[config.mk]
export PLATFORM = sky130hd
export DESIGN_NAME = sdfd_seq
export DESIGN_NICKNAME = d
export VERILOG_FILES = /design/src/sdfd_pkg.sv /design/src/sdfd_seq.sv
export SDC_FILE = /design/constraint.sdc
export NUM_CORES = 1
export LEC_CHECK = 0
export BUFFER_PORTS_ARGS = -buffer_cell sky130_fd_sc_hd__buf_2
export CORE_AREA = 10 10 47 49
export CTS_BUF_LIST = sky130_fd_sc_hd__clkbuf_4 sky130_fd_sc_hd__clkbuf_8
export DETAILED_ROUTE_END_ITERATION = 7
export DIE_AREA = 0 0 57 59
export MAX_ROUTING_LAYER = met4
export PLACE_DENSITY_LB_ADDON = 0.25
export SYNTH_ARGS = -nofsm -noshare
export SYNTH_HDL_FRONTEND = slang
export SYNTH_SLANG_ARGS = --single-unit
[constraint.sdc]
create_clock -name clk -period 1.94 [get_ports clk]
set_input_delay 0.194 -clock clk [delete_from_list [all_inputs] [get_ports clk]]
set_output_delay 0.194 -clock clk [all_outputs]
set_load 0.02 [all_outputs]
[src/sdfd_pkg.sv]
// shared constants, types and helpers for the stereo damped feedback delay
package sdfd_pkg;

    // default sizes of the configurable storage and datapath
    localparam int LINE_DEPTH_DEF    = 32768;
    localparam int SAMPLE_BITS_DEF   = 16;
    localparam int STEREO_OFFSET_DEF = 23;

    // fixed register field widths
    localparam int DELAY_W   = 15;
    localparam int COEF_W    = 16;
    localparam int QC_W      = 17;
    localparam int FRAC_BITS = 15;
    localparam int CFG_IDX_W = 2;

    localparam logic [QC_W-1:0] Q_ONE = 17'd32768;

    // register indexes on the configuration port
    localparam logic [CFG_IDX_W-1:0] REG_DELAY    = 2'd0;
    localparam logic [CFG_IDX_W-1:0] REG_DAMPING  = 2'd1;
    localparam logic [CFG_IDX_W-1:0] REG_FEEDBACK = 2'd2;
    localparam logic [CFG_IDX_W-1:0] REG_MIX      = 2'd3;

    // register reset values
    localparam logic [DELAY_W-1:0] DELAY_RST    = 15'd11125;
    localparam logic [COEF_W-1:0]  DAMPING_RST  = 16'd16384;
    localparam logic [COEF_W-1:0]  FEEDBACK_RST = 16'd11469;
    localparam logic [COEF_W-1:0]  MIX_RST      = 16'd16384;

    // multiply-accumulate steps, left channel then right channel
    localparam int STEP_W = 4;
    localparam logic [STEP_W-1:0] MS_ECHO_L = 4'd0;
    localparam logic [STEP_W-1:0] MS_HOLD_L = 4'd1;
    localparam logic [STEP_W-1:0] MS_DRY_L  = 4'd2;
    localparam logic [STEP_W-1:0] MS_FB_L   = 4'd3;
    localparam logic [STEP_W-1:0] MS_MIXD_L = 4'd4;
    localparam logic [STEP_W-1:0] MS_MIXW_L = 4'd5;
    localparam logic [STEP_W-1:0] MS_ECHO_R = 4'd6;
    localparam logic [STEP_W-1:0] MS_HOLD_R = 4'd7;
    localparam logic [STEP_W-1:0] MS_DRY_R  = 4'd8;
    localparam logic [STEP_W-1:0] MS_FB_R   = 4'd9;
    localparam logic [STEP_W-1:0] MS_MIXD_R = 4'd10;
    localparam logic [STEP_W-1:0] MS_MIXW_R = 4'd11;
    localparam logic [STEP_W-1:0] MS_FIN    = 4'd12;

    // control to the shared multiply-accumulate unit
    typedef struct packed {
        logic en;
        logic clear;
    } mac_ctl_t;

    // sequencer control to the datapath
    typedef struct packed {
        logic              dly_en;
        logic              rd_en;
        logic              run;
        logic [STEP_W-1:0] step;
        mac_ctl_t          mac;
        logic              done;
    } ctrl_t;

    // coefficients above one act as one
    function automatic logic [QC_W-1:0] clamp_q(input logic [COEF_W-1:0] c);
        logic [QC_W-1:0] ce;
        ce = {1'b0, c};
        return (ce > Q_ONE) ? Q_ONE : ce;
    endfunction

endpackage

[src/sdfd_seq.sv]
// sequencer stepping one item through delay lookup and the shared mac
module sdfd_seq
    import sdfd_pkg::*;
(
    input  logic  clk,
    input  logic  rst_n,
    input  logic  in_valid,
    output logic  in_ready,
    input  logic  out_busy,
    output ctrl_t ctrl
);

    localparam logic [1:0] ST_IDLE = 2'd0;
    localparam logic [1:0] ST_DLY  = 2'd1;
    localparam logic [1:0] ST_ADR  = 2'd2;
    localparam logic [1:0] ST_RUN  = 2'd3;

    logic [1:0]        state_reg;
    logic [1:0]        state_next;
    logic [STEP_W-1:0] step_reg;
    logic [STEP_W-1:0] step_next;
    logic              fin;

    assign fin = (state_reg == ST_RUN) && (step_reg == MS_FIN);

    // next state and step
    always_comb
    begin
        state_next = state_reg;
        step_next  = step_reg;
        case (state_reg)
            ST_IDLE:
            begin
                if (in_valid)
                begin
                    state_next = ST_DLY;
                end
            end
            ST_DLY:
            begin
                state_next = ST_ADR;
            end
            ST_ADR:
            begin
                state_next = ST_RUN;
                step_next  = MS_ECHO_L;
            end
            ST_RUN:
            begin
                if (step_reg != MS_FIN)
                begin
                    step_next = step_reg + STEP_W'(1);
                end
                else if (!out_busy)
                begin
                    state_next = ST_IDLE;
                end
            end
            default:
            begin
                state_next = ST_IDLE;
            end
        endcase
    end

    always_ff @(posedge clk or negedge rst_n)
    begin
        if (!rst_n)
        begin
            state_reg <= ST_IDLE;
            step_reg  <= MS_ECHO_L;
        end
        else
        begin
            state_reg <= state_next;
            step_reg  <= step_next;
        end
    end

    // control outputs
    always_comb
    begin
        ctrl.dly_en    = (state_reg == ST_DLY);
        ctrl.rd_en     = (state_reg == ST_ADR);
        ctrl.run       = (state_reg == ST_RUN);
        ctrl.step      = step_reg;
        ctrl.mac.en    = (state_reg == ST_RUN) && (step_reg <= MS_MIXW_R);
        ctrl.mac.clear = (step_reg == MS_ECHO_L) || (step_reg == MS_DRY_L)
                      || (step_reg == MS_MIXD_L) || (step_reg == MS_ECHO_R)
                      || (step_reg == MS_DRY_R)  || (step_reg == MS_MIXD_R);
        ctrl.done      = fin && !out_busy;
    end

    assign in_ready = (state_reg == ST_IDLE);

endmodule

==> impl_results.md, run 1 <==
- Final-report hold violation count: 0
- Design area: ~560 sq um
- Setup Fix Bufs, Post-CTS: 0
- Gr ovfl total: 0
- Primary FF master, synth: dfrtp_1
- Netlist cell types: 20
- Register area share after synthesis: 0.342
- Die X: approximately 57 um
- Post-synth EDFFs: 0
- WL/cell: roughly 12 um
- Startpoint types: flip-flop
- Avg Cell Area, Syn: 10.2 sq um
- Clock buffer count from CTS: 3
- Commonest non-fill, non-tap cell in the layout: buf_2
- Post-Place Cells: 73
- Maximum vdd ir drop: around 0.00058 V
- Hpwl dp: about 740 um
- # diodes: 0
- Sw Pwr: slightly below 500 uW
- R2r startpoint: step_reg[0]
- Clk pwr share: 0.114
- P&R area growth vs syn: 27.9%
- Synthesized cell area: between 400 and 500 sq um
- Total GRT Usage: 0.0573
- DRT Pass-1 Iters: 2
- Final worst slack: between 0.2 and 0.3 ns
- DRT iter0 DRCs: 1
- Status: finished, final reports clean
- Static leakage: roughly 0.32 nW
- I/O pin count: 15
- Mapped Cells: 43
- CTS Buffer Depth: 2
- Fin crit period: ~1.7 ns
- Post-Syn Nets: 55
- Int Pwr: ~500 uW
- Nets@finish: between 70 and 80
- Pin count of the biggest net entering global routing: 11
- Remaining DRCs: 0
- Global placement routability congestion: around 0.67
- CTS tree: built
- Layout Utilization: 0.401
- Finished Layout Cells: 77
- FF-to-FF End: state_reg[1]
- Vias: 344
- Worst Setup End Kind: output pin
- Final setup TNS: 0 ns
- Max Fclk: ~0.6 GHz
- Sink Count: 6
- Share of layout cells above drive strength 1: 0.311
- Initial antenna violation count: 0
- Resized Gates After CTS: 0
- Final hold slack: about 0.32 ns
- Root Buffer: clkbuf_4
- Pwr per Cell Area: ~1800 nW/um^2
- DP Worst Slack: between 0.3 and 0.4 ns
- ANT nets after route: 0
- I/O Buffers: 14
- Skew final: 0.00384 ns
- Critical Path AT: around 1.5 ns
- CP required: approximately 1.8 ns
- Dpl cell area: between 500 and 600 sq um
- Rows: 14
- Measured slew at the worst slew-check pin: approximately 0.3 ns
- Number of flip-flops in the largest register: 4
- Via/cell ratio: between 4 and 5
- Global-route wire length before repair: about 1500 um
- R2r setup slk: roughly 0.32 ns
- CTS HTree Levels: 1
- Total Power: a little under 1 mW
- Most frequent cells in the layout: buf_2 (14), ha_1 (8), dfrtp_1 (6)
- Max Cap Viol: 0
- Slew Viols, Final: 0
- Final Setup Violations: 0
- Hold WC Path Type: primary input to async pin
- Final Cycle Share: 0.865
- Sw Share: 0.494
- Clock transition at the registers of the reported paths: about 0.05 ns
- Register-to-Register Path Depth: 5
- Rel. slew slack: 0.800
- Crit Path Max Fanout: 6
- Die H: just under 60 um
- Crit Path Category: flip-flop to output pin
- Total die area: around 3400 sq um
- Share of power burned in registers: 0.274
- Gate power share: 0.612
- Final WL: 921 um
- Ys async rst share: 1.00
- Initial Util: 0.313
- Vias in the first global route: around 330
- Clk Latency, worst-skew pair: 0.24 ns
- Yosys warning total: 0
- FF+latch count, synth: 6
- Unrepaired setup endpoints after global routing: no
- Core Region: 1400 sq um
cells by family after synthesis:
| kind of cell | synth area share |
|---|---|
| adders and majority gates | 0.228 |
| DFF | 0.342 |
| AOI/OAI and AO/OA | 0.120 |
| muxes | 0.0940 |
| xor gates and xnor gates | 0.0199 |
| and+or+nand+nor | 0.154 |
| buffers and inverters | 0.0427 |
synthesized netlist by cell type (2+ instances only):
master   number  area [sq um]
ha_1          8           100
inv_1         5          18.8
mux2i_1       3          30.0
dfrtp_1       6           150
nand2_1       5          18.8
nor2_1        2          7.51
how the worst max path moves through the flow:
stage	startpoint	to	slack [ns]	depth (start not counted)
6_report	step_reg[0]	ctrl[0]	0.26	5
5_1_grt	step_reg[0]	ctrl[0]	0.13	5
4_1_cts	step_reg[0]	ctrl[0]	0.26	5
3_5_place_dp	step_reg[0]	state_reg[1]	0.31	5
3_3_place_gp	state_reg[1]	state_reg[1]	0.34	4
2_1_floorplan	step_reg[0]	state_reg[1]	0.30	5
power by group through the flow:
stage,combinational (mW),sequential (mW),clock (mW)
2_1_floorplan,0.415,0.300,0
3_3_place_gp,0.622,0.270,0
3_5_place_dp,0.619,0.271,0
4_1_cts,0.621,0.269,0.117
5_1_grt,0.674,0.286,0.126
6_report,0.604,0.270,0.112
timing repair:
| item | CTS | global route |
|---|---|---|
| setup endpoints to repair | 0 | 0 |
| hold buffers | 1 | 0 |
| endpoints found under the hold margin | 6 | 0 |
per-layer routing:
metal | track usage | routed length, um
met3 | 0.0343 | 113
met5 | - | 0
met2 | 0.0729 | 413
met1 | 0.0642 | 394
met4 | 0.0403 | 0
cell type report:
| cell class | instances | area (sq um) |
|---|---|---|
| sequential | 6 | 150 |
| inverter | 5 | 18.8 |
| timing repair buffer | 15 | 80.1 |
| multi-input combinational | 32 | 270 |
| tap | 16 | 20.0 |
| fill | 143 | 840 |
| clock buffer | 3 | 22.5 |
worst max-delay path: stages (launching register included):
cell     delay (ns)
dfrtp_1        0.42
inv_1          0.10
ha_1           0.20
nand3_2        0.12
nor3b_1        0.20
buf_2          0.20
(Power assumes the default switching activity.)
==> inputs of run 2 (changes only) <==
- CTS_CLUSTER_SIZE: default -> 25
- PLACE_DENSITY: default -> 0.53
- PLACE_DENSITY_LB_ADDON: 0.25 -> default
==> run 2 against run 1 <==
Against the previous run: register-to-register slack worse by 0.03 ns; fmax rose by 0.19%; largest cell class unchanged; critical path depth did not move; global-route usage up 0.15 points.
==> impl_results.md, run 2 (same netlist as run 1, synthesis figures left out) <==
- Status: finished, final reports clean
- Number of flip-flops in the largest register: 4
- DRT iter0 DRCs: 2
- Unrepaired setup endpoints after global routing: no
- Vias in the first global route: between 300 and 400
- Gr ovfl total: 0
- Sw Share: 0.494
- Nets@finish: 75
- Static leakage: roughly 0.32 nW
- Final WL: about 910 um
- Global-route wire length before repair: approximately 1600 um
- CP required: between 1.5 and 2 ns
- Rel. slew slack: 0.805
- Total die area: ~3400 sq um
- Maximum vdd ir drop: ~0.00065 V
- Sw Pwr: a little under 500 uW
- Setup Fix Bufs, Post-CTS: 0
- Most frequent cells in the layout: buf_2 (14), ha_1 (8), dfrtp_1 (6)
- Die H: around 60 um
- Core Region: between 1000 and 1500 sq um
- Initial antenna violation count: 0
- Remaining DRCs: 0
- Clock transition at the registers of the reported paths: 0.04 ns
- Startpoint types: flip-flop
- Slew Viols, Final: 0
- I/O pin count: 15
- Crit-path cells: inv_1 > ha_1 > nand3_2 > nor3b_1 > buf_2
- Worst Setup End Kind: output pin
- Hold WC Path Type: primary input to async pin
- CP max-delay cell: dfrtp_1
- Int Pwr: roughly 500 uW
- Root Buffer: clkbuf_4
- Measured slew at the worst slew-check pin: 0.292 ns
- DRT Pass-1 Iters: 3
- Fin crit period: ~1.7 ns
- I/O Buffers: 14
- Final Cycle Share: 0.863
- # diodes: 0
- Crit Path Category: flip-flop to output pin
- Final-report hold violation count: 0
- Share of layout cells above drive strength 1: 0.311
- Crit path max-delay family: flip-flops
- ANT nets after route: 0
- Via/cell ratio: 4.39
- Share of power burned in registers: 0.276
- WP buf/inv: 2
- Final Setup Violations: 0
- CTS Buffer Depth: 2
- Vias: roughly 340
- Layout Utilization: 0.401
- CTS tree: built
- Sink Count: 6
- Total GRT Usage: 0.0587
- Pwr per Cell Area: 1760 nW/um^2
- CTS HTree Levels: 1
- Clk pwr share: 0.108
- Critical Path AT: about 1.5 ns
- Clk Latency, worst-skew pair: approximately 0.23 ns
- Commonest non-fill, non-tap cell in the layout: buf_2
- Max Cap Viol: 0
- Gate power share: 0.616
- Clock buffer count from CTS: 3
- Final setup TNS: 0 ns
- WL/cell: 11.9 um
- CP max stage delay: 0.43 ns
- Skew final: ~0.00058 ns
- Global placement routability congestion: between 0.7 and 0.8
- Pin count of the biggest net entering global routing: 11
- P&R area growth vs syn: 27.9%
- Hpwl dp: ~750 um
- Crit Path Max Fanout: 6
- Max Fclk: 0.597 GHz
- Initial Util: 0.313
- Die X: between 50 and 60 um
- Rows: 14
## run 2: cell counts in the layout (fill, tap and decap cells not counted)
Identical to the previous run, type by type.
## run 2: final cells by class
type | instances | area [sq um]
fillers | 148 | 840
multi-input cells | 32 | 270
flip-flops and latches | 6 | 150
repair buffers | 15 | 80.1
clock buffers | 3 | 22.5
well taps | 16 | 20.0
inverters | 5 | 18.8
## run 2: timing repair
action                                 in CTS  in global routing
resized for setup                           0                  0
endpoints found under the hold margin       6                  0
hold buffers                                1                  0
## run 2: worst paths after layout
kind                                     end  slack, ns         start  depth (start not counted)
worst max register to register  state_reg[1]       0.29   step_reg[0]                          5
worst min register to register  state_reg[1]       0.55  state_reg[1]                          1
worst min-delay path            state_reg[0]       0.31         rst_n                          2
worst max-delay path                 ctrl[0]       0.26   step_reg[0]                          5
min in group clk                state_reg[0]       0.36      in_valid                          4
max in group asynchronous        step_reg[0]       1.50         rst_n                          2
## run 2: power by group through the flow
| stage | Clock (mW) | Sequential, mW | Combinational [mW] |
|---|---|---|---|
| 2_1_floorplan | 0 | 0.300 | 0.415 |
| 3_3_place_gp | 0 | 0.273 | 0.625 |
| 3_5_place_dp | 0 | 0.273 | 0.623 |
| 4_1_cts | 0.112 | 0.272 | 0.626 |
| 5_1_grt | 0.120 | 0.285 | 0.696 |
| 6_report | 0.107 | 0.273 | 0.610 |
## run 2: layer usage
| metal | wire [um] | track usage | part of all wire |
|---|---|---|---|
| met1 | 400 | 0.0656 | 0.44 |
| met2 | 506 | 0.0961 | 0.55 |
| met3 | 7 | 0.00644 | 0.0077 |
| met4 | 0 | 0.0403 | 0 |
| met5 | 0 | - | 0 |
## run 2: stage by stage
stage / hold WS [ns] / setup slack [ns] / power (mW) / instances / area, sq um
3_3_place_gp: 0.0208 / 0.292 / 0.899 / 73 / 529
2_1_floorplan: -0.102 / 0.296 / 0.716 / 43 / 439
4_1_cts: 0.299 / 0.232 / 1.01 / 77 / 562
3_5_place_dp: 0.0181 / 0.278 / 0.896 / 73 / 529
6_report: 0.306 / 0.265 / 0.990 / 77 / 562
5_1_grt: 0.306 / 0.148 / 1.10 / 77 / 562
==> inputs of run 3 (changes only) <==
- CORE_AREA: 10 10 47 49 -> 2 2 39 41
- DIE_AREA: 0 0 57 59 -> 0 0 41 43
- PLACE_DENSITY: 0.53 -> 0.56
- clock period: 1.94 -> 1.3 ns (I/O delays scaled with it)
==> run 3 against run 2 <==
Against the previous run: the flow now finishes with violations (setup timing); core utilization increased by 30 points; first-iteration DRC count increased to 4.0 times the previous value; final cell count increased by 32%; via count increased by 36%; register-to-register slack got worse by 0.45 ns; sequential share of layout area decreased by 11 points; clock power increased by 98%; die area decreased by 48%; global-route usage increased by 13 points; design area increased by 71%; largest cell class unchanged.
==> impl_results.md, run 3 (same netlist as run 1, synthesis figures left out) <==
- Status: complete, but fails checks
- Failing checks: setup timing
- Final-report hold violation count: 0
- Total die area: 1760 sq um
- Startpoint types: flip-flop
- Post-Place Cells: 87
- Initial antenna violation count: 0
- Clock transition at the registers of the reported paths: approximately 0.060 ns
- Vias: 461
- Fillers: 96
- Crit Path Category: flip-flop to output pin
- Maximum vdd ir drop: roughly 0.0014 V
- Measured slew at the worst slew-check pin: roughly 0.26 ns
- Finished Layout Cells: about 100
- Multi-input gate area: 417 sq um
- Pwr per Cell Area: approximately 2800 nW/um^2
- Final Cycle Share: 1.17
- Design area: ~960 sq um
- Nets@finish: between 90 and 100
- Initial Util: 0.317
- Share of layout cells above drive strength 1: 0.779
- Critical Path AT: roughly 1.4 ns
- Rel. slew slack: 0.828
- Global placement routability congestion: between 0.7 and 0.8
- Crit Path Max Fanout: 2
- Die X: 41 um
- Clk Latency, worst-skew pair: around 0.25 ns
- Gr ovfl total: 0
- Hpwl dp: around 860 um
- DRT Pass-1 Iters: 4
- Max Cap Viol: 0
- # diodes: 0
- Final Setup Violations: 8
- WL/cell: around 13 um
- Crit-path cells: inv_2 > ha_4 > nand3_4 > buf_6 > nor3b_2 > buf_4
- Root Buffer: clkbuf_4
- Max Fclk: 0.657 GHz
- Sequential standard cell area: about 160 sq um
- Die H: roughly 43 um
- Clock buffer count from CTS: 3
- Skew final: 0.0146 ns
- CP max stage delay: just over 0.4 ns
- P&R area growth vs syn: 119%
- Number of flip-flops in the largest register: 4
- CP max-delay cell: dfrtp_2
- CTS Buffer Depth: 2
- Dpl cell area: a little under 700 sq um
- Worst Setup End Kind: output pin
- Most frequent cells in the layout: buf_4 (18), buf_6 (12), buf_2 (8)
- Commonest non-fill, non-tap cell in the layout: buf_4
- Rows: 14
- Final WL: approximately 1300 um
- CP required: ~1.2 ns
- Static leakage: between 0.4 and 0.5 nW
- Final worst slack: -0.222 ns
- Vias in the first global route: slightly below 500
- Slew Viols, Final: 0
- I/O Buffers: 14
- CTS HTree Levels: 1
- Via/cell ratio: 4.52
- Fin crit period: between 1.5 and 2 ns
- Hold WC Path Type: primary input to async pin
- Remaining DRCs: 0
- DRT iter0 DRCs: 8
- ANT nets after route: 0
- I/O pin count: 15
- Core Region: ~1400 sq um
- Total GRT Usage: 0.185
- CTS tree: built
- Pin count of the biggest net entering global routing: 7
- Global-route wire length before repair: about 2200 um
- Unrepaired setup endpoints after global routing: yes
- Sink Count: 6
[run 3: cell type report]
| type | count | area share |
|---|---|---|
| flip-flops and latches | 6 | 0.161 |
| multi-input cells | 32 | 0.432 |
| repair buffers | 39 | 0.332 |
| clock buffers | 4 | 0.0312 |
| well taps | 16 | 0.0208 |
| inverters | 5 | 0.0221 |
[run 3: worst paths after layout]
check	start	endpoint	slack (ns)	cells after the start
setup / recovery	step_reg[0]	ctrl[0]	-0.22	6
hold / removal	rst_n	step_reg[3]	0.22	2
setup reg to reg	step_reg[0]	state_reg[1]	-0.16	5
hold reg to reg	step_reg[0]	step_reg[0]	0.60	2
max in group asynchronous	rst_n	state_reg[1]	0.90	2
min in group clk	in_valid	state_reg[1]	0.38	4
[run 3: power breakdown]
part	total [mW]	internal, mW	switching, mW
logic	2.10	1.17	0.931
clock network	0.212	0.138	0.0743
registers	0.392	0.290	0.101
total	2.71	1.60	1.11
[run 3: timing repair]
| action | in CTS | in global routing |
|---|---|---|
| endpoints found under the setup margin | 8 | 13 |
| pin swaps | 6 | 6 |
| hold endpoints to repair | 6 | 0 |
| resized for setup | 23 | 20 |
| hold buffers | 1 | 0 |
| buffers inserted | 8 | 4 |
| gates cloned | 0 | 0 |
[run 3: critical path: cells and delay by family (launching register included)]
kind / cells / cell delay (ns)
AND/OR/NAND/NOR: 2 / 0.23
adder cells (fa/ha/maj): 1 / 0.14
flip-flops: 1 / 0.41
buffers and inverters: 3 / 0.37
[run 3: metal layers]
layer	track usage	vias up	wire length (um)	share of wire
li1	-	234	-	-
met1	0.250	215	600	0.47
met2	0.259	10	633	0.49
met3	0.0314	2	44	0.034
met4	0.0933	0	11	0.0085
met5	-	-	0	0
[run 3: metrics by stage]
stage	power, mW	hold WS (ns)	util	setup slack (ns)	setup TNS [ns]
floorplan	1.21	-0.166	-	-0.233	-0.554
global placement	1.74	-0.0359	0.487	-0.126	-0.244
detailed placement	1.78	-0.0360	0.487	-0.179	-0.388
CTS	2.41	0.216	0.628	-0.245	-1.20
global route	2.91	0.234	0.696	-0.303	-1.53
finish	2.71	0.224	0.696	-0.222	-0.952
