## src/sdfd_pkg.sv

```systemverilog
// shared constants, types and helpers for the stereo damped feedback delay
package sdfd_pkg;

    // default sizes of the configurable storage and datapath
    localparam int LINE_DEPTH_DEF    = 32768;
    localparam int SAMPLE_BITS_DEF   = 16;
    localparam int STEREO_OFFSET_DEF = 23;

    // fixed register field widths
    localparam int DELAY_W   = 15;
    localparam int COEF_W    = 16;
    localparam int QC_W      = 17;
    localparam int FRAC_BITS = 15;
    localparam int CFG_IDX_W = 2;

    localparam logic [QC_W-1:0] Q_ONE = 17'd32768;

    // register indexes on the configuration port
    localparam logic [CFG_IDX_W-1:0] REG_DELAY    = 2'd0;
    localparam logic [CFG_IDX_W-1:0] REG_DAMPING  = 2'd1;
    localparam logic [CFG_IDX_W-1:0] REG_FEEDBACK = 2'd2;
    localparam logic [CFG_IDX_W-1:0] REG_MIX      = 2'd3;

    // register reset values
    localparam logic [DELAY_W-1:0] DELAY_RST    = 15'd11125;
    localparam logic [COEF_W-1:0]  DAMPING_RST  = 16'd16384;
    localparam logic [COEF_W-1:0]  FEEDBACK_RST = 16'd11469;
    localparam logic [COEF_W-1:0]  MIX_RST      = 16'd16384;

    // multiply-accumulate steps, left channel then right channel
    localparam int STEP_W = 4;
    localparam logic [STEP_W-1:0] MS_ECHO_L = 4'd0;
    localparam logic [STEP_W-1:0] MS_HOLD_L = 4'd1;
    localparam logic [STEP_W-1:0] MS_DRY_L  = 4'd2;
    localparam logic [STEP_W-1:0] MS_FB_L   = 4'd3;
    localparam logic [STEP_W-1:0] MS_MIXD_L = 4'd4;
    localparam logic [STEP_W-1:0] MS_MIXW_L = 4'd5;
    localparam logic [STEP_W-1:0] MS_ECHO_R = 4'd6;
    localparam logic [STEP_W-1:0] MS_HOLD_R = 4'd7;
    localparam logic [STEP_W-1:0] MS_DRY_R  = 4'd8;
    localparam logic [STEP_W-1:0] MS_FB_R   = 4'd9;
    localparam logic [STEP_W-1:0] MS_MIXD_R = 4'd10;
    localparam logic [STEP_W-1:0] MS_MIXW_R = 4'd11;
    localparam logic [STEP_W-1:0] MS_FIN    = 4'd12;

    // control to the shared multiply-accumulate unit
    typedef struct packed {
        logic en;
        logic clear;
    } mac_ctl_t;

    // sequencer control to the datapath
    typedef struct packed {
        logic              dly_en;
        logic              rd_en;
        logic              run;
        logic [STEP_W-1:0] step;
        mac_ctl_t          mac;
        logic              done;
    } ctrl_t;

    // coefficients above one act as one
    function automatic logic [QC_W-1:0] clamp_q(input logic [COEF_W-1:0] c);
        logic [QC_W-1:0] ce;
        ce = {1'b0, c};
        return (ce > Q_ONE) ? Q_ONE : ce;
    endfunction

endpackage

```

## src/sdfd_mac.sv

```systemverilog
// shared multiply-accumulate unit with q1.15 rounding and saturation
module sdfd_mac
    import sdfd_pkg::*;
#(
    parameter int SAMPLE_BITS = SAMPLE_BITS_DEF
) (
    input  logic                          clk,
    input  logic                          rst_n,
    input  mac_ctl_t                      ctl,
    input  logic signed [SAMPLE_BITS-1:0] a,
    input  logic [QC_W-1:0]               c,
    output logic signed [SAMPLE_BITS-1:0] result
);

    localparam int ACC_W = SAMPLE_BITS + QC_W + 1;
    localparam logic signed [ACC_W-1:0] SAT_HI =
        ACC_W'((64'sd1 <<< (SAMPLE_BITS - 1)) - 64'sd1);
    localparam logic signed [ACC_W-1:0] SAT_LO = -SAT_HI - ACC_W'(1);
    localparam logic signed [ACC_W-1:0] RND = ACC_W'(1 << (FRAC_BITS - 1));

    logic signed [ACC_W-1:0] prod;
    logic signed [ACC_W-1:0] acc_reg;
    logic signed [ACC_W-1:0] acc_next;
    logic signed [ACC_W-1:0] rnd;
    logic signed [ACC_W-1:0] shifted;

    // one product per cycle while enabled, either starting or adding to the sum
    assign prod = ACC_W'(a) * ACC_W'($signed({1'b0, c}));

    always_comb
    begin
        acc_next = acc_reg;
        if (ctl.en)
        begin
            acc_next = ctl.clear ? prod : acc_reg + prod;
        end
    end

    always_ff @(posedge clk or negedge rst_n)
    begin
        if (!rst_n)
        begin
            acc_reg <= '0;
        end
        else
        begin
            acc_reg <= acc_next;
        end
    end

    // round half up, drop the fraction, saturate to sample range
    assign rnd     = acc_reg + RND;
    assign shifted = rnd >>> FRAC_BITS;

    always_comb
    begin
        if (shifted > SAT_HI)
        begin
            result = SAT_HI[SAMPLE_BITS-1:0];
        end
        else if (shifted < SAT_LO)
        begin
            result = SAT_LO[SAMPLE_BITS-1:0];
        end
        else
        begin
            result = shifted[SAMPLE_BITS-1:0];
        end
    end

endmodule

```

## config.mk

```make
export PLATFORM = sky130hd
export DESIGN_NAME = sdfd_mac
export DESIGN_NICKNAME = d
export VERILOG_FILES = /design/src/sdfd_pkg.sv /design/src/sdfd_mac.sv
export SDC_FILE = /design/constraint.sdc
export NUM_CORES = 1
export LEC_CHECK = 0
export BUFFER_PORTS_ARGS = -buffer_cell sky130_fd_sc_hd__buf_2
export CORE_MARGIN = 3
export CORE_UTILIZATION = 31
export CTS_BUF_LIST = sky130_fd_sc_hd__clkbuf_8
export DETAILED_ROUTE_END_ITERATION = 7
export MAX_ROUTING_LAYER = met4
export PLACE_DENSITY_LB_ADDON = 0.05
export SLEW_MARGIN = 20
export SYNTH_ARGS = -nofsm -noshare
export SYNTH_HDL_FRONTEND = slang
export SYNTH_SLANG_ARGS = --single-unit
```

## constraint.sdc

```tcl
create_clock -name clk -period 4 [get_ports clk]
set_input_delay 0.4 -clock clk [delete_from_list [all_inputs] [get_ports clk]]
set_output_delay 0.4 -clock clk [all_outputs]
set_load 0.01 [all_outputs]
```

==> impl_results.rst, run 1 <==
.. list-table::
   :header-rows: 1

   * - Metric
     - Value
   * - Ys Warns
     - 0
   * - Detail-routed via count per cell
     - 4.765
   * - Summed instance area of the synthesized netlist
     - 0.01332 mm^2
   * - Util after Layout
     - 0.4467
   * - Worst skew pair latency
     - 0.32 ns
   * - Number of nets produced by synthesis
     - between 2000 and 2500
   * - Filler cell count in the final layout
     - between 4000 and 5000
   * - Detailed-routing iteration count for the pre-antenna-repair pass
     - 5
   * - CP delay by family, top
     - adder cells
   * - Wire length per cell after detailed routing
     - 15.94 um
   * - Number of DRC markers after the initial detailed-route iteration
     - about 520
   * - Leading cell types by total area after synthesis
     - fa_1 31%, ha_1 15%, inv_1 8.0%
   * - Number of antenna violations at the first check in global routing
     - 0
   * - Setup ws final
     - -3.249 ns
   * - Number of buffers on the longest clock path
     - 2
   * - Commonest cells after routing, fill and taps aside
     - 296 x buf_4, 262 x inv_1, 198 x fa_1
   * - Setup skew after layout
     - about 0.0048 ns
   * - Count of buffers from port buffering
     - 52
   * - Achievable clock frequency
     - 138.0 MHz
   * - Post-Syn Area per Cell
     - 8.295 um^2
   * - Master cell of the clock root buffer
     - clkbuf_8
   * - Final hold vios
     - 0
   * - Count of pins on the block boundary
     - 53
   * - Setup repair after global routing missed its margin
     - true
   * - Worst stage delay on the critical path
     - 0.55 ns
   * - GR Overflow Total
     - 0
   * - Core Box Area
     - about 0.042 mm^2
   * - Outcome
     - complete, but fails checks
   * - Type of origin of the critical path
     - input pin
   * - Die H
     - 213.3 um
   * - Buffers and inverters on the worst path
     - 6
   * - Global-route wire length before repair
     - 66750 um
   * - Remaining antenna violation count after routing
     - 0
   * - Relative max-transition margin
     - 0.3677
   * - Slowest stage cell on the critical path
     - fa_1
   * - Clock transition at the registers of the reported paths
     - 0.08 ns
   * - Sequential share of the synthesized area
     - 0.06387
   * - DRC viols
     - 0
   * - Number of distinct library cells after synthesis
     - 73
   * - Number of buffers created by CTS
     - 5
   * - Routed vias
     - approximately 12000
   * - Fraction of layout instances using a drive strength above 1
     - 0.3508
   * - TritonCTS clock tree
     - yes
   * - Final Slew Violations
     - 0
   * - HPWL after detailed placement
     - around 33000 um
   * - H-tree levels
     - 2
   * - Synth area leader
     - fa_1
   * - Synthesis-to-layout area growth
     - 41.61%
   * - Total of max-cap violations
     - 0
   * - Placed cell areas
     - ~0.017 mm^2
   * - Transition time at the pin with the least slew margin
     - 0.9484 ns
   * - Overall global routing resource usage
     - 0.1881
   * - Fraction of registers with async set or reset after synthesis
     - 1.000
   * - Area of all placed cells without fillers
     - ~0.019 mm^2
   * - Largest register FFs
     - 34
   * - Most instantiated flip-flop cell in the synthesis netlist
     - dfrtp_1
   * - Highest fanout seen on the critical path
     - 8
   * - Inserted Diodes
     - 0
   * - Placer Congestion
     - ~0.86
   * - Most common library cell in the layout ignoring fill and taps
     - buf_4
   * - Area of the die
     - 0.04550 mm^2
   * - Minimum clock period after layout
     - between 7 and 8 ns
   * - Register bit total from synthesis
     - 34
   * - Number of enable-type register cells in the synthesized netlist
     - 0
   * - Arrival @ worst endpoint
     - between 7 and 8 ns
   * - Pre-CTS WS
     - -3.918 ns
   * - Number of clock sinks seen by CTS
     - 34
   * - Violated checks
     - negative setup slack
   * - Required time worst endpoint
     - about 4.2 ns
   * - Instance count of the mapped netlist
     - approximately 1600
   * - Width of the die
     - between 200 and 250 um
   * - Count of hold buffers inserted by post-cts repair
     - 0
   * - Area share of the largest cell type after synthesis
     - 0.3141
   * - Path type of the worst min-delay path
     - input pin to asynchronous set/reset pin
   * - Wirelength, routed
     - ~40000 um
   * - Share of the clock period used by the worst path
     - 1.812
   * - Most used cell along the critical path
     - fa_1
   * - Class of the most critical setup path
     - input pin to register
   * - Initial standard-cell utilization of the core
     - 0.3155
   * - Number of placement rows
     - 75
   * - Setup Viol. Count Final
     - 28
   * - Crit end category
     - register
   * - Largest net degree at the start of global routing
     - 55
   * - Fin nets
     - between 2000 and 2500
   * - Via count of the first global-routing pass
     - roughly 13000
==> layout make-up <==
type,count,area [um^2],share of cell area
clock buffers,6,82.58,0.004378
clock inverters,2,8.758,0.0004643
repair buffers,397,3246,0.1721
well taps,539,674.4,0.03575
inverters,286,1076,0.05704
multi-input cells,1225,12930,0.6852
flip-flops and latches,34,850.8,0.04510
==> cells by family after synthesis <==
kind of cell	count (synthesis)	share of synthesized area
AO/OA/AOI/OAI	273	0.1387
flip-flops	34	0.06387
buffers and inverters	347	0.09796
AND/OR/NAND/NOR	501	0.1796
adder cells (fa/ha/maj)	368	0.4634
multiplexers	12	0.009768
XOR/XNOR	71	0.04668
==> cells in the mapped netlist (3+ instances only) <==
master       n
inv_1      285
fa_1       209
nand2_1    191
ha_1       159
and2_1     124
nor2_1      87
a21oi_1     84
clkbuf_1    54
o21ai_0     49
xnor2_1     44
a21o_1      37
dfrtp_1     34
nand3_1     27
xor2_1      27
nor3_1      18
nand2b_1    15
and3_1      14
o21a_1      11
o21ai_1     10
o21bai_1     8
a211oi_1     7
a31oi_1      7
mux2i_1      7
nor2b_1      7
buf_1        5
nand4_1      5
or3_1        5
a22oi_1      4
a311oi_2     4
mux2_2       4
o31ai_1      4
a211o_1      3
a221o_1      3
o2111ai_1    3
o31a_1       3
==> per-layer routing <==
| layer | wire length [um] | GRT usage |
|---|---|---|
| met1 | 19770 | 0.2639 |
| met2 | 18540 | 0.3052 |
| met4 | 537 | 0.03646 |
| met5 | 0 | - |
| met3 | 838 | 0.01014 |
==> timing repair <==
item,4_1_cts,5_1_grt
setup endpoints to repair,29,29
buffers inserted,41,16
pin swaps,158,96
resized for setup,256,87
==> worst paths after layout <==
kind | start | end | slack [ns] | cells after the start
max in group asynchronous | rst_n | acc_reg[0] | 3.19 | 1
min in group clk | acc_reg[2] | acc_reg[2] | 0.54 | 1
worst min-delay path | rst_n | acc_reg[33] | 0.22 | 1
worst min register to register | acc_reg[2] | acc_reg[2] | 0.54 | 1
worst max register to register | acc_reg[0] | acc_reg[28] | 0.88 | 12
worst max-delay path | a[5] | acc_reg[31] | -3.25 | 31
==> per-stage QoR <==
step                      std cells  setup TNS (ns)  hold WS [ns]
after floorplan                1606          -60.18        0.1044
after global placement         2431          -85.81        0.5028
after detailed placement       2431          -85.86        0.5159
after CTS                      2477          -68.84        0.2510
after global routing           2489          -75.42        0.2859
final                          2489          -68.22        0.2151
Power of run 1 is not shown: default switching activity piles up to over one toggle a cycle in this logic, so the estimate is an artifact.
==> inputs of run 2 (changes only) <==
--- a/config.mk
+++ b/config.mk
@@ -8,10 +8,10 @@
 export BUFFER_PORTS_ARGS = -buffer_cell sky130_fd_sc_hd__buf_2
 export CORE_MARGIN = 3
 export CORE_UTILIZATION = 31
-export CTS_BUF_LIST = sky130_fd_sc_hd__clkbuf_8
 export DETAILED_ROUTE_END_ITERATION = 7
 export MAX_ROUTING_LAYER = met4
 export PLACE_DENSITY_LB_ADDON = 0.05
+export SETUP_SLACK_MARGIN = 0.05
 export SLEW_MARGIN = 20
 export SYNTH_ARGS = -nofsm -noshare
 export SYNTH_HDL_FRONTEND = slang
==> impl_results.rst, run 2 (synthesis gave the netlist of run 1 again) <==
.. list-table::
   :header-rows: 1

   * - Metric
     - Value
   * - Required time worst endpoint
     - 4.20 ns (-0.02 ns)
   * - Number of buffers created by CTS
     - 5 (unchanged)
   * - Fin nets
     - 2367 (+0.55%)
   * - Slowest stage cell on the critical path
     - fa_1
   * - Largest net degree at the start of global routing
     - 55 (unchanged)
   * - TritonCTS clock tree
     - yes
   * - Overall global routing resource usage
     - 0.1896 (+0.001546)
   * - Count of pins on the block boundary
     - 53 (unchanged)
   * - Global-route wire length before repair
     - 67300 um (+0.82%)
   * - Fraction of layout instances using a drive strength above 1
     - 0.3530 (+0.002262)
   * - Number of placement rows
     - 75 (unchanged)
   * - Sum of negative setup slack
     - -68.79 ns (-0.5748 ns)
   * - Worst stage delay on the critical path
     - 0.55 ns (about the same)
   * - Util after Layout
     - 0.4531 (+0.006341)
   * - Commonest cells after routing, fill and taps aside
     - 295 x buf_4, 260 x inv_1, 198 x fa_1
   * - Count of buffers from port buffering
     - 52 (unchanged)
   * - Post-route worst hold slack
     - 0.2429 ns (+0.02780 ns)
   * - Placed cell areas
     - 0.01674 mm^2 (unchanged)
   * - Class of the most critical setup path
     - input pin to register
   * - Number of clock sinks seen by CTS
     - 34 (unchanged)
   * - Initial standard-cell utilization of the core
     - 0.3155 (unchanged)
   * - Count of hold buffers inserted by post-cts repair
     - 0 (unchanged)
   * - Share of the clock period used by the worst path
     - 1.806 (-0.006490)
   * - Core Box Area
     - 0.04223 mm^2 (unchanged)
   * - Footprint of the flip-flops and latches
     - 850.8 um^2 (unchanged)
   * - Final hold vios
     - 0 (unchanged)
   * - Die H
     - 213.3 um (unchanged)
   * - Number of antenna violations at the first check in global routing
     - 0 (unchanged)
   * - Crit end category
     - register
   * - Relative max-transition margin
     - 0.3545 (-0.01316)
   * - Routed vias
     - 11950 (+0.77%)
   * - Highest fanout seen on the critical path
     - 8 (unchanged)
   * - Transition time at the pin with the least slew margin
     - 0.9682 ns (+0.01975 ns)
   * - Filler cell count in the final layout
     - 4123 (-0.77%)
   * - Detailed-routing iteration count for the pre-antenna-repair pass
     - 5 (unchanged)
   * - Area of all placed cells without fillers
     - 0.01913 mm^2 (+1.4%)
   * - Width of the die
     - 213.3 um (unchanged)
   * - Arrival @ worst endpoint
     - 7.43 ns (-0.04 ns)
   * - HPWL after detailed placement
     - 33330 um (unchanged)
   * - H-tree levels
     - 2 (unchanged)
   * - Wire length per cell after detailed routing
     - 15.98 um (+0.21%)
   * - DRC viols
     - 0 (unchanged)
   * - Outcome
     - complete, but fails checks
   * - Violated checks
     - negative setup slack
   * - Detail-routed via count per cell
     - 4.777 (+0.24%)
   * - Largest register FFs
     - 34 (unchanged)
   * - Via count of the first global-routing pass
     - 12760 (+1.2%)
   * - Multi-input logic area
     - 0.01294 mm^2 (about the same)
   * - Final Slew Violations
     - 0 (unchanged)
   * - Inserted Diodes
     - 0 (unchanged)
   * - Most used cell along the critical path
     - fa_1
   * - Setup repair after global routing missed its margin
     - true
   * - Type of origin of the critical path
     - input pin
   * - Worst skew pair latency
     - 0.30 ns (-0.02 ns)
   * - Number of buffers on the longest clock path
     - 2 (unchanged)
   * - Remaining antenna violation count after routing
     - 0 (unchanged)
   * - Wirelength, routed
     - 39970 um (+0.73%)
   * - GR Overflow Total
     - 0 (unchanged)
   * - Synthesis-to-layout area growth
     - 43.62%
   * - Placer Congestion
     - 0.8606 (unchanged)
   * - Setup skew after layout
     - 0.005207 ns (+0.0004257 ns)
   * - Minimum clock period after layout
     - 7.223 ns (-0.02596 ns)
   * - Clock transition at the registers of the reported paths
     - 0.06 ns (-0.02 ns)
   * - Setup Viol. Count Final
     - 28 (unchanged)
   * - Most common library cell in the layout ignoring fill and taps
     - buf_4
   * - Area of the die
     - 0.04550 mm^2 (unchanged)
   * - Total of max-cap violations
     - 0 (unchanged)
   * - Achievable clock frequency
     - 138.5 MHz (+0.36%)
   * - Number of DRC markers after the initial detailed-route iteration
     - 486 (-6.4%)
   * - Path type of the worst min-delay path
     - input pin to asynchronous set/reset pin
   * - Master cell of the clock root buffer
     - clkbuf_16
   * - Setup ws final
     - -3.223 ns (+0.02596 ns)
run 2: routing by layer:
| layer | part of all wire | up-vias | GRT usage |
|---|---|---|---|
| li1 | - | 5835 | - |
| met3 | 0.023 | 34 | 0.01249 |
| met4 | 0.015 | 0 | 0.03646 |
| met2 | 0.47 | 155 | 0.3103 |
| met5 | 0 | - | - |
| met1 | 0.50 | 5927 | 0.2626 |
run 2: cell type report:
cell class | instances | area share
clock inverters | 1 | 0.0002616
clock buffers | 7 | 0.007455
repair buffers | 410 | 0.1802
flip-flops and latches | 34 | 0.04447
well taps | 539 | 0.03525
inverters | 286 | 0.05624
multi-input cells | 1225 | 0.6762
run 2: through the flow:
step / std cells / worst slack, ns
after global routing: 2502 / -3.499
after detailed placement: 2431 / -3.918
after floorplan: 1606 / -3.285
after global placement: 2431 / -3.891
after CTS: 2494 / -3.225
final: 2502 / -3.223
run 2: what timing repair did:
action,in CTS,in global routing
resized for setup,288,72
buffers inserted,57,15
pin swaps,179,93
gates cloned,1,0
setup endpoints to repair,30,29
run 2: path summary, 6_finish.rpt:
path | startpoint | end | slack (ns) | cells after the start
worst max-delay path | a[5] | acc_reg[31] | -3.22 | 31
worst min-delay path | rst_n | acc_reg[29] | 0.24 | 1
worst max register to register | acc_reg[0] | acc_reg[28] | 0.88 | 12
worst min register to register | acc_reg[11] | acc_reg[11] | 0.53 | 2
max in group asynchronous | rst_n | acc_reg[0] | 3.14 | 1
min in group clk | acc_reg[11] | acc_reg[11] | 0.53 | 2
run 2: critical path: cells and delay by family:
kind / cells / cell delay (ns)
AO/OA/AOI/OAI: 12 / 2.59
XOR/XNOR: 1 / 0.16
adder cells (fa/ha/maj): 8 / 3.27
buffers and inverters: 6 / 0.43
multiplexers: 1 / 0.31
AND/OR/NAND/NOR: 3 / 0.26
Power of run 2 is left out for the same reason.
==> inputs of run 3 (changes only) <==
--- a/config.mk
+++ b/config.mk
@@ -6,7 +6,7 @@
 export NUM_CORES = 1
 export LEC_CHECK = 0
 export BUFFER_PORTS_ARGS = -buffer_cell sky130_fd_sc_hd__buf_2
-export CORE_MARGIN = 3
+export CORE_MARGIN = 1
 export CORE_UTILIZATION = 31
 export DETAILED_ROUTE_END_ITERATION = 7
 export MAX_ROUTING_LAYER = met4
==> impl_results.rst, run 3 (synthesis gave the netlist of run 1 again) <==
.. list-table::
   :header-rows: 1

   * - Metric
     - Value
   * - Crit end category
     - register
   * - Setup skew after layout
     - 0.01844 ns (+0.01323 ns)
   * - Placed Cells
     - 2419 (-0.49%)
   * - Multi-input logic area
     - 0.01275 mm^2 (-1.4%)
   * - Worst stage delay on the critical path
     - 0.58 ns (+0.03 ns)
   * - Post-route worst hold slack
     - 0.2122 ns (-0.03067 ns)
   * - Share of the clock period used by the worst path
     - 1.820 (+0.01463)
   * - Final hold vios
     - 0 (unchanged)
   * - Global-route wire length before repair
     - 67120 um (-0.26%)
   * - Slowest stage cell on the critical path
     - fa_2
   * - Count of buffers from port buffering
     - 52 (unchanged)
   * - Footprint of the flip-flops and latches
     - 850.8 um^2 (unchanged)
   * - Reg2Reg Depth
     - 12 (unchanged)
   * - Master cell of the clock root buffer
     - clkbuf_16
   * - Detail-routed via count per cell
     - 4.682 (-2.0%)
   * - TritonCTS clock tree
     - yes
   * - HPWL after detailed placement
     - 33460 um (+0.40%)
   * - Via count of the first global-routing pass
     - 12520 (-1.8%)
   * - Arrival @ worst endpoint
     - 7.46 ns (+0.03 ns)
   * - Most used cell along the critical path
     - inv_1
   * - Minimum clock period after layout
     - 7.281 ns (+0.05851 ns)
   * - Type of origin of the critical path
     - input pin
   * - Fraction of layout instances using a drive strength above 1
     - 0.3424 (-0.01060)
   * - Number of DRC markers after the initial detailed-route iteration
     - 486 (unchanged)
   * - Class of the most critical setup path
     - input pin to register
   * - Setup ws final
     - -3.281 ns (-0.05851 ns)
   * - Number of buffers created by CTS
     - 5 (unchanged)
   * - Final Slew Violations
     - 0 (unchanged)
   * - Final cell count without fillers
     - 2481 (-0.84%)
   * - Remaining antenna violation count after routing
     - 0 (unchanged)
   * - Number of clock sinks seen by CTS
     - 34 (unchanged)
   * - Inserted Diodes
     - 0 (unchanged)
   * - Required time worst endpoint
     - 4.18 ns (-0.02 ns)
   * - Worst skew pair latency
     - 0.31 ns (about the same)
   * - Total of max-cap violations
     - 0 (unchanged)
   * - Largest net degree at the start of global routing
     - 55 (unchanged)
   * - Synthesis-to-layout area growth
     - 41.03%
   * - H-tree levels
     - 2 (unchanged)
   * - Die H
     - 209.3 um (-1.9%)
   * - Core Box Area
     - 0.04213 mm^2 (-0.22%)
   * - Wire length per cell after detailed routing
     - 16.05 um (+0.43%)
   * - Width of the die
     - 209.3 um (-1.9%)
   * - Initial standard-cell utilization of the core
     - 0.3162 (+0.0007026)
   * - Outcome
     - complete, but fails checks
   * - DRC viols
     - 0 (unchanged)
   * - Number of antenna violations at the first check in global routing
     - 0 (unchanged)
   * - Fin nets
     - 2346 (-0.89%)
   * - Filler cell count in the final layout
     - 4172 (+1.2%)
   * - Achievable clock frequency
     - 137.3 MHz (-0.80%)
   * - Wirelength, routed
     - 39810 um (-0.41%)
   * - Detailed-routing iteration count for the pre-antenna-repair pass
     - 6 (+1)
   * - Most common library cell in the layout ignoring fill and taps
     - buf_4
   * - Clock transition at the registers of the reported paths
     - 0.07 ns (about the same)
   * - Placer Congestion
     - 0.8507 (-1.2%)
   * - Count of pins on the block boundary
     - 53 (unchanged)
   * - Commonest cells after routing, fill and taps aside
     - 283 x buf_4, 248 x inv_1, 198 x fa_1
   * - Setup repair after global routing missed its margin
     - true
   * - Transition time at the pin with the least slew margin
     - 0.9145 ns (-0.05367 ns)
   * - Number of placement rows
     - 75 (unchanged)
   * - Setup Viol. Count Final
     - 28 (unchanged)
   * - Count of hold buffers inserted by post-cts repair
     - 0 (unchanged)
   * - Routed vias
     - 11620 (-2.8%)
   * - Relative max-transition margin
     - 0.3903 (+0.03578)
   * - Largest register FFs
     - 34 (unchanged)
   * - Area of the die
     - 0.04381 mm^2 (-3.7%)
   * - Highest fanout seen on the critical path
     - 14 (+6)
   * - Violated checks
     - negative setup slack
   * - Number of buffers on the longest clock path
     - 2 (unchanged)
   * - Overall global routing resource usage
     - 0.1975 (+0.007853)
   * - GR Overflow Total
     - 0 (unchanged)
   * - Path type of the worst min-delay path
     - input pin to asynchronous set/reset pin
run 3: cell types whose count changed in the layout (fill, tap and decap cells not counted), sizes merged:
cell	previous run	this run
clkbuf	8	12
buf	408	384
clkinvlp	0	1
bufbuf	1	0
clkinv	2	1
run 3: path summary, 6_finish.rpt:
path,start,to,slack (ns)
min,rst_n,acc_reg[30],0.21
min in group clk,acc_reg[2],acc_reg[2],0.52
min reg2reg,acc_reg[2],acc_reg[2],0.52
max reg2reg,acc_reg[0],acc_reg[28],0.91
max in group asynchronous,rst_n,acc_reg[2],3.19
max,a[4],acc_reg[28],-3.28
run 3: area by class of cell:
| type | instances | share of cell area |
|---|---|---|
| tap | 539 | 0.03590 |
| inverter | 286 | 0.05747 |
| sequential | 34 | 0.04529 |
| clock inverter | 1 | 0.0002664 |
| multi-input combinational | 1225 | 0.6786 |
| timing repair buffer | 389 | 0.1749 |
| clock buffer | 7 | 0.007592 |
run 3: routing by layer:
metal | track usage | share of wire | up-vias
met2 | 0.3207 | 0.47 | 97
met3 | 0.007332 | 0.013 | 23
met1 | 0.2784 | 0.50 | 5711
met4 | 0.03220 | 0.012 | 0
li1 | - | - | 5784
met5 | - | 0 | -
run 3: through the flow:
stage               TNS, ns  cell area [um^2]  setup WS, ns    util
global placement     -84.83             16690        -3.900  0.3961
global route         -78.05             18790        -3.545  0.4459
detailed placement   -84.62             16690        -3.968  0.3961
finish               -71.42             18790        -3.281  0.4459
CTS                  -70.05             17990        -3.278  0.4270
floorplan            -60.18             13970        -3.285       -
run 3: timing repair:
| action | 4_1_cts | 5_1_grt |
|---|---|---|
| buffers inserted | 34 | 26 |
| gates resized for setup | 181 | 160 |
| setup endpoints to repair | 30 | 29 |
| pin swaps | 107 | 128 |
| cloned | 0 | 2 |
run 3: critical path, delay by kind of cell:
family,cells,cell delay (ns)
buffers and inverters,9,0.91
adders and majority gates,8,3.51
and+or+nand+nor,1,0.18
xor gates and xnor gates,2,0.31
AOI/OAI and AO/OA,12,2.12
Power of run 3 is left out for the same reason.
